==> config.mk <==
export PLATFORM = sky130hd
export DESIGN_NAME = plf_ctrl
export DESIGN_NICKNAME = d
export VERILOG_FILES = /design/src/plf_pkg.sv /design/src/plf_ctrl.sv
export SDC_FILE = /design/constraint.sdc
export NUM_CORES = 1
export LEC_CHECK = 0
export BUFFER_PORTS_ARGS = -buffer_cell sky130_fd_sc_hd__buf_2
export CAP_MARGIN = 30
export CORE_MARGIN = 3
export CORE_UTILIZATION = 54
export CTS_CLUSTER_DIAMETER = 100
export DETAILED_ROUTE_END_ITERATION = 10
export PLACE_DENSITY = 0.76
export SKIP_LAST_GASP = 1
export SLEW_MARGIN = 30
export SYNTH_ARGS = -nofsm -noshare
export SYNTH_HDL_FRONTEND = slang
export SYNTH_SLANG_ARGS = --single-unit
==> constraint.sdc <==
create_clock -name aclk -period 1.7 [get_ports aclk]
set_clock_uncertainty 0.2 [all_clocks]
set_input_delay 0.085 -clock aclk [delete_from_list [all_inputs] [get_ports aclk]]
set_output_delay 0.085 -clock aclk [all_outputs]
set_load 0.01 [all_outputs]
==> src/plf_pkg.sv <==
// Package for the PID line follower with search: item, config and command types,
// drive packing helpers and constants. No dependencies.
`default_nettype none
package plf_pkg;

    localparam int SPEED_LIMIT = 130;
    localparam int SAMPLE_BITS = 10;
    localparam int NUM_W       = 54;
    localparam int DEN_W       = 37;
    localparam int DVD_W       = NUM_W - 1;
    localparam int DIV_STEPS   = DVD_W;
    localparam int CNT_W       = $clog2(DIV_STEPS);

    localparam logic [31:0] LOST_MS    = 32'd1000;
    localparam logic [31:0] MAX_DT     = 32'd1000;
    localparam logic [9:0]  DEFAULT_DT = 10'd20;
    localparam logic [31:0] SPIN_R_MS  = 32'd200;
    localparam logic [31:0] SPIN_L_MS  = 32'd1600;
    localparam logic [31:0] BACKUP_MS  = 32'd2000;
    localparam logic signed [17:0] INTEG_MAX = 18'sd100000;
    localparam logic signed [17:0] INTEG_MIN = -18'sd100000;

    localparam logic [2:0] CFG_GAIN_P    = 3'd0;
    localparam logic [2:0] CFG_GAIN_I    = 3'd1;
    localparam logic [2:0] CFG_GAIN_D    = 3'd2;
    localparam logic [2:0] CFG_BASE      = 3'd3;
    localparam logic [2:0] CFG_THRESHOLD = 3'd4;
    localparam logic [2:0] CFG_LIGHTER   = 3'd5;
    localparam logic [2:0] CFG_SEARCH    = 3'd6;

    typedef enum logic [2:0] {
        MODE_HALT   = 3'd0,
        MODE_FIRST  = 3'd1,
        MODE_PID    = 3'd2,
        MODE_SPIN_R = 3'd3,
        MODE_SPIN_L = 3'd4,
        MODE_BACKUP = 3'd5,
        MODE_HELD   = 3'd6
    } drive_mode_t;

    typedef struct packed {
        logic [SAMPLE_BITS-1:0] sample_left;
        logic [SAMPLE_BITS-1:0] sample_middle;
        logic [SAMPLE_BITS-1:0] sample_right;
        logic [31:0]            now_ms;
        logic                   run_enable;
    } in_item_t;

    typedef struct packed {
        logic       left_forward;
        logic [7:0] left_level;
        logic       right_forward;
        logic [7:0] right_level;
        logic [2:0] drive_mode;
    } out_item_t;

    typedef struct packed {
        logic       lf;
        logic [7:0] ll;
        logic       rf;
        logic [7:0] rl;
    } held_t;

    typedef struct packed {
        logic [23:0]            gain_p;
        logic [23:0]            gain_i;
        logic [23:0]            gain_d;
        logic [7:0]             base_speed;
        logic [SAMPLE_BITS-1:0] line_threshold;
        logic                   line_is_lighter;
        logic                   search_enable;
    } cfg_t;

    typedef enum logic [3:0] {
        OP_NONE, OP_LOAD, OP_EVAL, OP_M1, OP_M2, OP_M3, OP_M4, OP_M5, OP_M6,
        OP_M7, OP_M8, OP_DIV_INIT, OP_DIV, OP_FIN
    } op_t;

    typedef enum logic [3:0] {
        ST_IDLE, ST_EVAL, ST_M1, ST_M2, ST_M3, ST_M4, ST_M5, ST_M6, ST_M7,
        ST_M8, ST_DIV_INIT, ST_DIV, ST_FIN, ST_DONE
    } state_t;

    typedef struct packed {
        op_t  op;
        logic push;
    } cmd_t;

    typedef struct packed {
        logic pid_path;
        logic out_free;
    } status_t;

    function automatic logic [7:0] level_of(logic signed [10:0] v);
        logic [10:0] a;
        a = v[10] ? 11'(-v) : 11'(v);
        return (a > 11'(SPEED_LIMIT)) ? 8'(SPEED_LIMIT) : a[7:0];
    endfunction

    function automatic held_t drive_pack(logic signed [10:0] sl, logic signed [10:0] sr);
        held_t h;
        h.lf = ~sl[10];
        h.ll = level_of(sl);
        h.rf = ~sr[10];
        h.rl = level_of(sr);
        return h;
    endfunction

    function automatic out_item_t make_out(held_t h, drive_mode_t md);
        out_item_t o;
        o.left_forward  = h.lf;
        o.left_level    = h.ll;
        o.right_forward = h.rf;
        o.right_level   = h.rl;
        o.drive_mode    = md;
        return o;
    endfunction

endpackage
`default_nettype wire

==> src/plf_ctrl.sv <==
// Sequencer for the line follower: walks evaluate, multiply, divide and deliver steps.
// Depends on plf_pkg.
`default_nettype none
module plf_ctrl import plf_pkg::*; (
    input  wire logic    aclk,
    input  wire logic    aresetn,
    input  wire logic    s_valid,
    output logic         s_ready,
    input  wire status_t status,
    output cmd_t         cmd
);

    state_t state_reg, state_next;
    logic [CNT_W-1:0] cnt_reg, cnt_next;

    always_ff @(posedge aclk) begin
        if (!aresetn) begin
            state_reg <= ST_IDLE;
            cnt_reg   <= '0;
        end else begin
            state_reg <= state_next;
            cnt_reg   <= cnt_next;
        end
    end

    always_comb begin
        state_next = state_reg;
        cnt_next   = cnt_reg;
        cmd.op     = OP_NONE;
        cmd.push   = 1'b0;
        s_ready    = 1'b0;
        unique case (state_reg)
            ST_IDLE: begin
                s_ready = 1'b1;
                if (s_valid) begin
                    cmd.op     = OP_LOAD;
                    state_next = ST_EVAL;
                end
            end
            ST_EVAL: begin
                cmd.op     = OP_EVAL;
                state_next = status.pid_path ? ST_M1 : ST_DONE;
            end
            ST_M1: begin cmd.op = OP_M1; state_next = ST_M2; end
            ST_M2: begin cmd.op = OP_M2; state_next = ST_M3; end
            ST_M3: begin cmd.op = OP_M3; state_next = ST_M4; end
            ST_M4: begin cmd.op = OP_M4; state_next = ST_M5; end
            ST_M5: begin cmd.op = OP_M5; state_next = ST_M6; end
            ST_M6: begin cmd.op = OP_M6; state_next = ST_M7; end
            ST_M7: begin cmd.op = OP_M7; state_next = ST_M8; end
            ST_M8: begin cmd.op = OP_M8; state_next = ST_DIV_INIT; end
            ST_DIV_INIT: begin
                cmd.op     = OP_DIV_INIT;
                cnt_next   = '0;
                state_next = ST_DIV;
            end
            ST_DIV: begin
                cmd.op   = OP_DIV;
                cnt_next = cnt_reg + 1'b1;
                if (cnt_reg == CNT_W'(DIV_STEPS - 1)) begin
                    state_next = ST_FIN;
                end
            end
            ST_FIN: begin cmd.op = OP_FIN; state_next = ST_DONE; end
            ST_DONE: begin
                if (status.out_free) begin
                    cmd.push   = 1'b1;
                    state_next = ST_IDLE;
                end
            end
            default: state_next = ST_IDLE;
        endcase
    end

endmodule
`default_nettype wire

# Word level (Yosys, flattened, before mapping)
# Index checks and enable logic that the tools add are counted.
[word_totals]
ff_bits = 10
inputBits = 5
word_cells = 34
[classes]
addsub = 1
n_eq_ne = 17
n_mux = 11
reduce_logical = 3
[ops]
columns = ["cell", "n"]
rows = [
  ["one-hot mux 4 bit (14 select lines)", 1],
  ["one-hot mux 4 bit (13 select lines)", 1],
  ["== test 4 bit (second input constant)", 6],
  ["== test 4 x 3 -> 1 bit (second input constant)", 4],
  ["two-way mux 4 bit", 4],
  ["one-hot mux 6 bit (2 select lines)", 1],
  ["== test 4 x 2 -> 1 bit (second input constant)", 2],
  ["adder 6 x 1 -> 6 bit (second input constant)", 1],
  ["== test 6 bit (second input constant)", 1],
  ["!= test 2 bit (second input constant)", 3],
  ["== test 4 x 1 -> 1 bit (second input constant)", 1],
  ["zero test 4 bit", 1],
  ["two-way mux 1 bit", 4],
  ["AND reduction 3 bit", 1],
  ["nonzero test 2 bit", 1],
]

# Depth between registers and ports, before layout
# Gate-level depths: netlist of the first run.
[logic_depth]
word_depth = 3
depth_mapped = 6
mapped_depth_nobuf = 6

# Worst setup path after synthesis of the first run
# Ideal clock, no wire load.
[synth_timing]
path_type = "reg2reg"
start = "reg state_reg[3]"
end = "reg state_reg[3]"
setup_ns = 0.115
arrival_time_ns = 1.176
required_time_ns = 1.385
setup_slack_ns = 0.210
stages_incl_launch_ff = 6
n_path_buf = 1
period_less_slack_ns = 1.490
path_cell_list = "dfxtp_1 > buf_6 > or3_4 > o32ai_4 > nor4_1 > o21a_1"
[synth_between]
elab_chain_cells = 3
word_cells_on_any_way = 19
cone_classes = "eq/ne: 16; mux: 1; reduce/logical: 2"
[synth_rtl]
columns = ["element", "line_no", "source"]
rows = [
  ["start, declared", "plf_ctrl.sv:13", "state_t state_reg, state_next;"],
  ["start signal, assigned", "plf_ctrl.sv:21", "state_reg <= state_next;"],
  ["== test 4 bit / zero test 4 bit (equally long branches)", "plf_ctrl.sv:32", "unique case (state_reg)"],
  ["!= test 2 bit (no source line)", "-", ""],
  ["AND reduction 3 bit (no source line)", "-", ""],
]
# Parallel ways exist; a longest one is shown, timed or not.
# A chain may end at the register's enable or synchronous reset.

==> results of run 1 <==
==> kinds of logic after synthesis <==
group	count (synthesis)	share of synthesized area (%)
compound gates	23	24.9
xor+xnor	1	1.13
fa+ha+maj	3	4.53
buf+inv	11	9.06
flops	10	25.9
mux	1	1.29
simple gates	42	33.2
==> where the power goes <==
part | total [W] | switching [W] | leakage, nW | internal (W)
clock network | 0.000207 | 0.0000768 | 0.0210 | 0.000130
logic | 0.000244 | 0.000117 | 0.282 | 0.000128
registers | 0.000298 | 0.0000433 | 0.0833 | 0.000254
total | 0.000749 | 0.000237 | 0.387 | 0.000512
==> path summary, 6_finish.rpt <==
kind,startpoint,end,slack (ns)
setup / recovery,state_reg[2],cmd[1],0.09
hold / removal,status[0],state_reg[2],0.03
setup reg to reg,cnt_reg[0],state_reg[3],0.11
hold reg to reg,cnt_reg[0],cnt_reg[0],0.36
==> final cells by class <==
class	count	area [um^2]
multi-input combinational	70	503
fill	111	423
sequential	10	210
timing repair buffer	18	115
clock buffer	4	36.3
tap	15	18.8
inverter	3	11.3
==> worst max-delay path: stages (launching register included) <==
cell and delay (ns):
dfxtp_2 0.37, or3_4 0.39, nor2_1 0.10, nor3_1 0.06
buf_2 0.14
==> stage by stage <==
stage / power (W) / setup slack [ns] / area, um^2 / std cells
floorplan: 0.000482 / 0.210 / 773 / 91
global placement: 0.000530 / 0.115 / 828 / 114
detailed placement: 0.000537 / 0.0485 / 828 / 114
CTS: 0.000752 / 0.0110 / 887 / 120
global route: 0.000795 / 0.00308 / 895 / 120
finish: 0.000749 / 0.0915 / 895 / 120
==> repair_timing <==
action	in CTS	in global routing
hold buffers	2	0
pin swaps	0	0
gates resized for setup	2	4
hold endpoints to repair	10	0
setup endpoints to repair	2	5
==> placed cells by master (no fill, tap or decap), types with 2 or more instances in the layout <==
cell type and count:
buf_2 10, nand2_1 7, nor2b_1 6, dfxtp_1 6, buf_4 6, nor3_1 5, nand3_1 5, a21oi_1 4
nor2_1 4, nor3b_1 4, inv_1 3, o21a_1 3, clkbuf_4 3, and3_4 2, and2_1 2, a21o_1 2
a31oi_1 2, and3_1 2, o221a_2 2, o21ai_0 2, ha_1 2, dlygate4sd3_1 2, dfxtp_4 2, dfxtp_2 2
==> layer usage <==
metal | part of all wire [%] | track usage (%) | vias up | wire length (um)
met4 | 0.26 | 3.61 | 0 | 4
met3 | 6.2 | 4.98 | 2 | 96
met1 | 50 | 26.7 | 313 | 781
met5 | 0 | 0 | - | 0
met2 | 43 | 26.5 | 16 | 673
li1 | - | - | 362 | -
==> results_dict.tcl, run 1 <==
set metrics [dict create \
    status "completed" \
    netlist_area_um2 773 \
    irDropWorstVdd_uv 507 \
    slew_headroom_pct 79.9 \
    cts_htree_levels 1 \
    slew_violations 0 \
    vias 693 \
    grt_max_degree 13 \
    syn_to_final_growth_pct 15.7 \
    cap_viol_max_count 0 \
    end_kind "primary output" \
    grt_overflow 0 \
    n_antenna_cell 0 \
    yosysUniqueCellTypes 39 \
    ios 11 \
    via_per_inst 5.78 \
    nNetsFinal 113 \
    power.density_nw_per_um2 837 \
    port_buffers 10 \
    setup_viol 0 \
    synth_commonest_cells "10 x dfxtp_1, 7 x nand2_1, 6 x nor2b_1" \
    final_util_pct 67.9 \
    start_util_pct 58.7 \
    async_reset_ff_share_pct 0 \
    core_area_um2 1320 \
    synth_most_common_cell "dfxtp_1" \
    wl_per_cell_um 13.0 \
    synth_top_cell_by_area "dfxtp_1" \
    gp_congestion 0.798 \
    dpl.hpwl_mm 1.14 \
    finalHoldViolCount 0 \
    grtUsageTotal_pct 18.2 \
    finalWirelength_mm 1.56 \
    cts_tree "yes" \
    syn-num-nets 98 \
    synthTopCellsByArea "dfxtp_1 26%, nor2b_1 4.9%, buf_6 4.4%" \
    ant_nets 0 \
    tightest_slew_ns 0.297 \
    drtIter0Drc 12 \
    cts_root_buf "clkbuf_4" \
    fin_crit_sh_pct 94.6 \
    numCtsBuffers 3 \
    yosys_register_bits 10 \
    clock_latency_ns 0.26 \
    start_kind "register" \
    postCtsSetupBuffers 0 \
    largest_reg_flops 6 \
    num_rows 13 \
    fin_crit_ns 1.61 \
    synth_top_area_share_pct 25.9 \
    worstPathRequired_ns 1.41 \
    worstPathArrival_ns 1.32 \
    grt_pass1_vias 612 \
    synth_seq_area_share_pct 25.9 \
    synth_cells 91 \
    cp_max_fo 9 \
    tns_ns 0 \
    die_x_um 43.8 \
    yosysWarnings 0 \
    clkTransAtPathRegs_ns 0.06 \
    p_leak_nw 0.387 \
    drive_gt1_share_pct 31.4 \
    die_area_um2 1920 \
    whs_path_depth 3 \
    grt_pass1_wl_mm 2.66 \
    clock_sinks 10 \
    r2r.worst_path.cells 6 \
    hold_class "in -> reg" \
    drc 0 \
    criticalPathCategory "reg -> out" \
    clock.fmax_mhz 622 \
    ys.flop_type "dfxtp_1" \
    rsz0062_at_grt "no" \
    synth_enable_flop_cells 0 \
    antenna_found_initial 0 \
    drtPass1Iterations 4 \
    syn_avg_cell_area_um2 8.50 \
    cts_max_path_buffers 2 \
    hold_ws_ns 0.0252 \
    die_y_um 43.8 \
]
No activity file was read; power rests on OpenSTA's default activity.
==> run 2, diff against run 1 <==
--- a/config.mk
+++ b/config.mk
@@ -5,13 +5,14 @@
 export SDC_FILE = /design/constraint.sdc
 export NUM_CORES = 1
 export LEC_CHECK = 0
+export ABC_AREA = 1
 export BUFFER_PORTS_ARGS = -buffer_cell sky130_fd_sc_hd__buf_2
 export CAP_MARGIN = 30
-export CORE_MARGIN = 3
-export CORE_UTILIZATION = 54
+export CORE_AREA = 2 2 39 41
 export CTS_CLUSTER_DIAMETER = 100
 export DETAILED_ROUTE_END_ITERATION = 10
-export PLACE_DENSITY = 0.76
+export DIE_AREA = 0 0 41 43
+export PLACE_DENSITY = 0.69
 export SKIP_LAST_GASP = 1
 export SLEW_MARGIN = 30
 export SYNTH_ARGS = -nofsm -noshare
==> results_dict.tcl, run 2 <==
set metrics [dict create \
    synth_most_common_cell "nand2_1" \
    cp.depth 6 \
    hold_ws_ns 0.0444 \
    ios 11 \
    start_kind "register" \
    setup_viol 0 \
    clock.fmax_mhz 642 \
    grt_pass1_vias 596 \
    synth_top_cell_by_area "dfxtp_1" \
    nNetsFinal 125 \
    final-seq-area_um2 201 \
    die_y_um 43 \
    dpl.hpwl_mm 1.14 \
    async_reset_ff_share_pct 0 \
    critical-path-slowest-cell "dfxtp_1" \
    worstPathArrival_ns 1.27 \
    vias 697 \
    synth_top_area_share_pct 32.0 \
    cap_viol_max_count 0 \
    finalWirelength_mm 1.49 \
    rsz0062_at_grt "yes" \
    clkTransAtPathRegs_ns 0.07 \
    p_seq_share_pct 30.8 \
    numCtsBuffers 3 \
    die_x_um 41 \
    hold_class "in -> reg" \
    num_rows 14 \
    grtUsageTotal_pct 20.0 \
    cp_top_family "flip-flops" \
    finalHoldViolCount 0 \
    slew_violations 0 \
    cts_htree_levels 1 \
    cts_root_buf "clkbuf_4" \
    irDropWorstVdd_uv 708 \
    port_buffers 10 \
    p_leak_nw 0.351 \
    netlist_area_um2 626 \
    synthTopCellsByArea "dfxtp_1 32%, nand2_1 14%, nand3_1 9.6%" \
    worstPathRequired_ns 1.41 \
    clock_power_share_pct 19.8 \
    path_buf_inv 2 \
    final_common_cell "nand2_1" \
    grt_max_degree 8 \
    synth_seq_area_share_pct 32.0 \
    syn-num-nets 108 \
    synth_enable_flop_cells 0 \
    grt_overflow 0 \
    synth_commonest_cells "24 x nand2_1, 13 x inv_1, 12 x nand3_1, 12 x nor2_1, 10 x dfxtp_1" \
    power.switching_w 0.000468 \
    start_util_pct 45.2 \
    yosysUniqueCellTypes 18 \
    drtPass1Iterations 6 \
    syn_avg_cell_area_um2 6.19 \
    fin_crit_sh_pct 91.6 \
    ant_nets 0 \
    yosys_register_bits 10 \
    p_int_w 0.000602 \
    postCtsSetupBuffers 0 \
    gp_congestion 0.819 \
    status "completed" \
    clock_sinks 10 \
    power.share.combinational_pct 49.3 \
    yosysWarnings 0 \
    die_area_um2 1760 \
    cts_max_path_buffers 2 \
    mostFrequentLayoutCells "24 x nand2_1, 13 x inv_1, 12 x nor2_1, 12 x nand3_1, 10 x buf_2" \
    multiInputGateArea_um2 378 \
    fin_crit_ns 1.56 \
    synth_cells 101 \
    fillers 152 \
    via_per_inst 5.24 \
    slew_headroom_pct 83.2 \
    crit_chain "inv_1 -> nand2_2 -> nor3_2 -> nand2_1 -> o211ai_1 -> buf_2" \
    drtIter0Drc 18 \
    whs_path_depth 5 \
    hold_path.startpoint "status[1]" \
    ys.flop_type "dfxtp_1" \
    final_util_pct 54.8 \
    grt_pass1_wl_mm 2.42 \
    power.density_nw_per_um2 1410 \
    crit_path_start "state_reg[0]" \
    antenna_found_initial 0 \
    drive_gt1_share_pct 17.1 \
    tns_ns 0 \
    cp_max_fo 5 \
    r2r.worst_path.cells 7 \
    largest_reg_flops 6 \
    core_area_um2 1380 \
    end_kind "primary output" \
    worstReg2RegStart "cnt_reg[0]" \
    slowest_delay_ns 0.34 \
    n_antenna_cell 0 \
    tightest_slew_ns 0.250 \
    drc 0 \
    clock_latency_ns 0.26 \
    syn_to_final_growth_pct 21.2 \
    criticalPathCategory "reg -> out" \
    wl_per_cell_um 11.2 \
    swShare_pct 43.7 \
    cts_tree "yes" \
]
-- run 2: worst min-delay path, stage by stage --
cell     delay (ns)
buf_2          0.10
inv_1          0.06
nand3_1        0.09
nand4_1        0.09
nor2_1         0.04
-- run 2: logic make-up after synthesis --
group | synth area share (%)
compound gates | 13.6
fa+ha+maj | 4.00
buf+inv | 8.40
flops | 32.0
simple gates | 42.0
-- run 2: cell type report --
cell class	instances	share of cell area (%)
clock buffers	4	4.79
multi-input cells	77	49.8
inverters	14	6.93
well taps	16	2.64
flip-flops and latches	10	26.6
repair buffers	12	9.24
-- run 2: repair_timing --
item / CTS / global route
resized for setup: 0 / 2
endpoints found under the setup margin: 0 / 3
hold buffers: 2 / 0
hold endpoints to repair: 4 / 0
-- run 2: worst paths after layout --
kind | to | slack (ns)
worst min register to register | cnt_reg[3] | 0.28
worst min-delay path | state_reg[1] | 0.04
worst max register to register | state_reg[1] | 0.28
worst max-delay path | cmd[1] | 0.14
-- run 2: power groups by stage --
stage                     Sequential [W]  Clock, W  Combinational [W]
after floorplan                 0.000316         0           0.000363
after global placement          0.000327         0           0.000511
after detailed placement        0.000329         0           0.000515
after CTS                       0.000323  0.000214           0.000520
after global routing            0.000337  0.000233           0.000607
final                           0.000330  0.000212           0.000528
-- run 2: through the flow --
| step | total power (W) | instance area [um^2] | cells | setup slack, ns |
|---|---|---|---|---|
| 2_1_floorplan | 0.000679 | 626 | 101 | 0.360 |
| 3_3_place_gp | 0.000838 | 696 | 127 | 0.300 |
| 3_5_place_dp | 0.000844 | 696 | 127 | 0.300 |
| 4_1_cts | 0.00106 | 752 | 133 | 0.0564 |
| 5_1_grt | 0.00118 | 758 | 133 | -0.0265 |
| 6_report | 0.00107 | 758 | 133 | 0.143 |
-- run 2: metal layers --
metal | up-vias | share of wire [%] | wire [um] | track usage, %
met1 | 310 | 49 | 731 | 28.0
met5 | - | 0 | 0 | 0
li1 | 366 | - | - | -
met3 | 2 | 3.6 | 53 | 3.14
met2 | 19 | 46 | 689 | 29.7
met4 | 0 | 0.74 | 11 | 8.00
==> run 3, diff against run 2 <==
--- a/config.mk
+++ b/config.mk
@@ -8,11 +8,10 @@
 export ABC_AREA = 1
 export BUFFER_PORTS_ARGS = -buffer_cell sky130_fd_sc_hd__buf_2
 export CAP_MARGIN = 30
-export CORE_AREA = 2 2 39 41
+export CORE_UTILIZATION = 47
 export CTS_CLUSTER_DIAMETER = 100
 export DETAILED_ROUTE_END_ITERATION = 10
-export DIE_AREA = 0 0 41 43
-export PLACE_DENSITY = 0.69
+export PLACE_DENSITY = 0.72
 export SKIP_LAST_GASP = 1
 export SLEW_MARGIN = 30
 export SYNTH_ARGS = -nofsm -noshare
==> constraint.sdc (replaced) <==
create_clock -name aclk -period 1.4 [get_ports aclk]
set_clock_uncertainty 0.2 [all_clocks]
set_input_delay 0.07 -clock aclk [delete_from_list [all_inputs] [get_ports aclk]]
set_output_delay 0.07 -clock aclk [all_outputs]
set_load 0.01 [all_outputs]
==> results_dict.tcl, run 3 (synthesis results as in run 2) <==
set metrics [dict create \
    status "complete, but fails checks" \
    failed_checks "setup timing" \
    end_kind "primary output" \
    finalHoldViolCount 0 \
    num_rows 12 \
    die_x_um 38.5 \
    clock.fmax_mhz 657 \
    top_layer_used "met4" \
    rsz0062_at_grt "yes" \
    p_seq_share_pct 26.3 \
    die_area_um2 1480 \
    slew_violations 0 \
    gp_congestion 0.962 \
    grt_pass1_vias 635 \
    dpl.hpwl_mm 1.12 \
    clock_power_share_pct 14.9 \
    dr_wl_met2_um 967 \
    clock_latency_ns 0.27 \
    drc 0 \
    via_per_inst 5.79 \
    grt_overflow 0 \
    final-seq-area_um2 219 \
    wl_per_cell_um 14.4 \
    critical-path-slowest-cell "dfxtp_4" \
    vias 811 \
    ant_nets 0 \
    nNetsFinal 134 \
    slew_headroom_pct 84.7 \
    setup_viol 8 \
    criticalPathCategory "reg -> out" \
    hold_class "in -> reg" \
    wl_met1_um 808 \
    final_util_pct 79.9 \
    antenna_found_initial 0 \
    mostFrequentLayoutCells "22 x nand2_1, 10 x buf_2, 9 x nand3_1, 9 x a21oi_1" \
    cts_htree_levels 1 \
    grt_max_degree 8 \
    irDropWorstVdd_uv 1370 \
    slowest_delay_ns 0.37 \
    crit_chain "nand2_2 -> inv_2 -> nor3_2 -> buf_2" \
    fin_crit_ns 1.52 \
    cp_max_fo 5 \
    grtUsageTotal_pct 26.7 \
    rr_endpoint "state_reg[2]" \
    place_inst 126 \
    cts_root_buf "clkbuf_4" \
    grt_pass1_wl_mm 2.70 \
    cts_tree "yes" \
    clock_sinks 10 \
    swShare_pct 44.6 \
    cts_max_path_buffers 2 \
    hold_ws_ns 0.0358 \
    p_int_w 0.000973 \
    worstPathRequired_ns 1.13 \
    drtIter0Drc 30 \
    power.density_nw_per_um2 1880 \
    power.share.combinational_pct 58.8 \
    final_common_cell "nand2_1" \
    worstReg2RegStart "state_reg[3]" \
    layout.cells.non_filler 140 \
    tightest_slew_ns 0.229 \
    ios 11 \
    cap_viol_max_count 0 \
    whs_path_depth 5 \
    r2r.worst_path.cells 7 \
    clkTransAtPathRegs_ns 0.06 \
    dp_slack_ns 0.0228 \
    power.switching_w 0.000783 \
    start_util_pct 53.4 \
    drive_gt1_share_pct 43.7 \
    rrSetupSlack_ns -0.12 \
    start_kind "register" \
    worstPathArrival_ns 1.25 \
    multiInputGateArea_um2 464 \
    crit_path_start "state_reg[1]" \
    finalWirelength_mm 2.01 \
    endpoint "cmd[2]" \
    fin_ws_ns -0.121 \
    core_area_um2 1170 \
    n_antenna_cell 0 \
    numCtsBuffers 3 \
    syn_to_final_growth_pct 49.6 \
    p_leak_nw 0.417 \
    wl_met3_um 155 \
    fillers 71 \
    fin_crit_sh_pct 109 \
    largest_reg_flops 6 \
    die_y_um 38.5 \
    drtPass1Iterations 4 \
    port_buffers 10 \
]
run 3: cell count changes in the layout (fill, tap and decap cells not counted), sizes merged:
cell  change
buf       +9
run 3: worst min path at each step:
stage | from | endpoint | slack [ns]
after floorplan | aresetn | cnt_reg[0] | 0.008
after global placement | aresetn | cnt_reg[2] | 0.16
after detailed placement | aresetn | cnt_reg[2] | 0.16
after CTS | status[1] | state_reg[1] | 0.01
after global routing | status[1] | state_reg[1] | 0.05
final | status[1] | state_reg[1] | 0.04
run 3: area by class of cell:
class	instances	share of cell area, %
multi-input cells	77	49.6
inverters	14	6.15
repair buffers	21	15.1
flip-flops and latches	10	23.4
well taps	14	1.87
clock buffers	4	3.88
run 3: power groups by stage:
| stage | sequential (W) | clock (W) | combinational (W) |
|---|---|---|---|
| 3_5_place_dp | 0.000398 | 0 | 0.000627 |
| 6_report | 0.000462 | 0.000262 | 0.00103 |
| 2_1_floorplan | 0.000384 | 0 | 0.000441 |
| 5_1_grt | 0.000469 | 0.000280 | 0.00112 |
| 3_3_place_gp | 0.000398 | 0 | 0.000630 |
| 4_1_cts | 0.000414 | 0.000269 | 0.000817 |
run 3: routing by layer:
layer	vias up	global-route usage, %
met3	14	9.30
met5	-	0
met1	346	36.4
met4	0	6.90
li1	390	-
met2	61	39.6
run 3: through the flow:
stage / total power (W) / cell area, um^2 / setup TNS, ns
6_report: 0.00176 / 936 / -0.642
5_1_grt: 0.00186 / 936 / -1.26
4_1_cts: 0.00150 / 830 / -0.460
3_5_place_dp: 0.00102 / 701 / 0
3_3_place_gp: 0.00103 / 701 / 0
2_1_floorplan: 0.000824 / 626 / 0
run 3: what timing repair did:
action,4_1_cts,5_1_grt
pin swaps,3,8
endpoints found under the hold margin,10,0
gates resized for setup,13,28
buffers inserted,6,2
hold buffers,2,0
setup endpoints to repair,6,11
run 3: critical path, delay by kind of cell (launching register included):
kind / cells / cell delay [ns]
flip-flops: 1 / 0.37
AND/OR/NAND/NOR: 2 / 0.37
buffers and inverters: 2 / 0.23
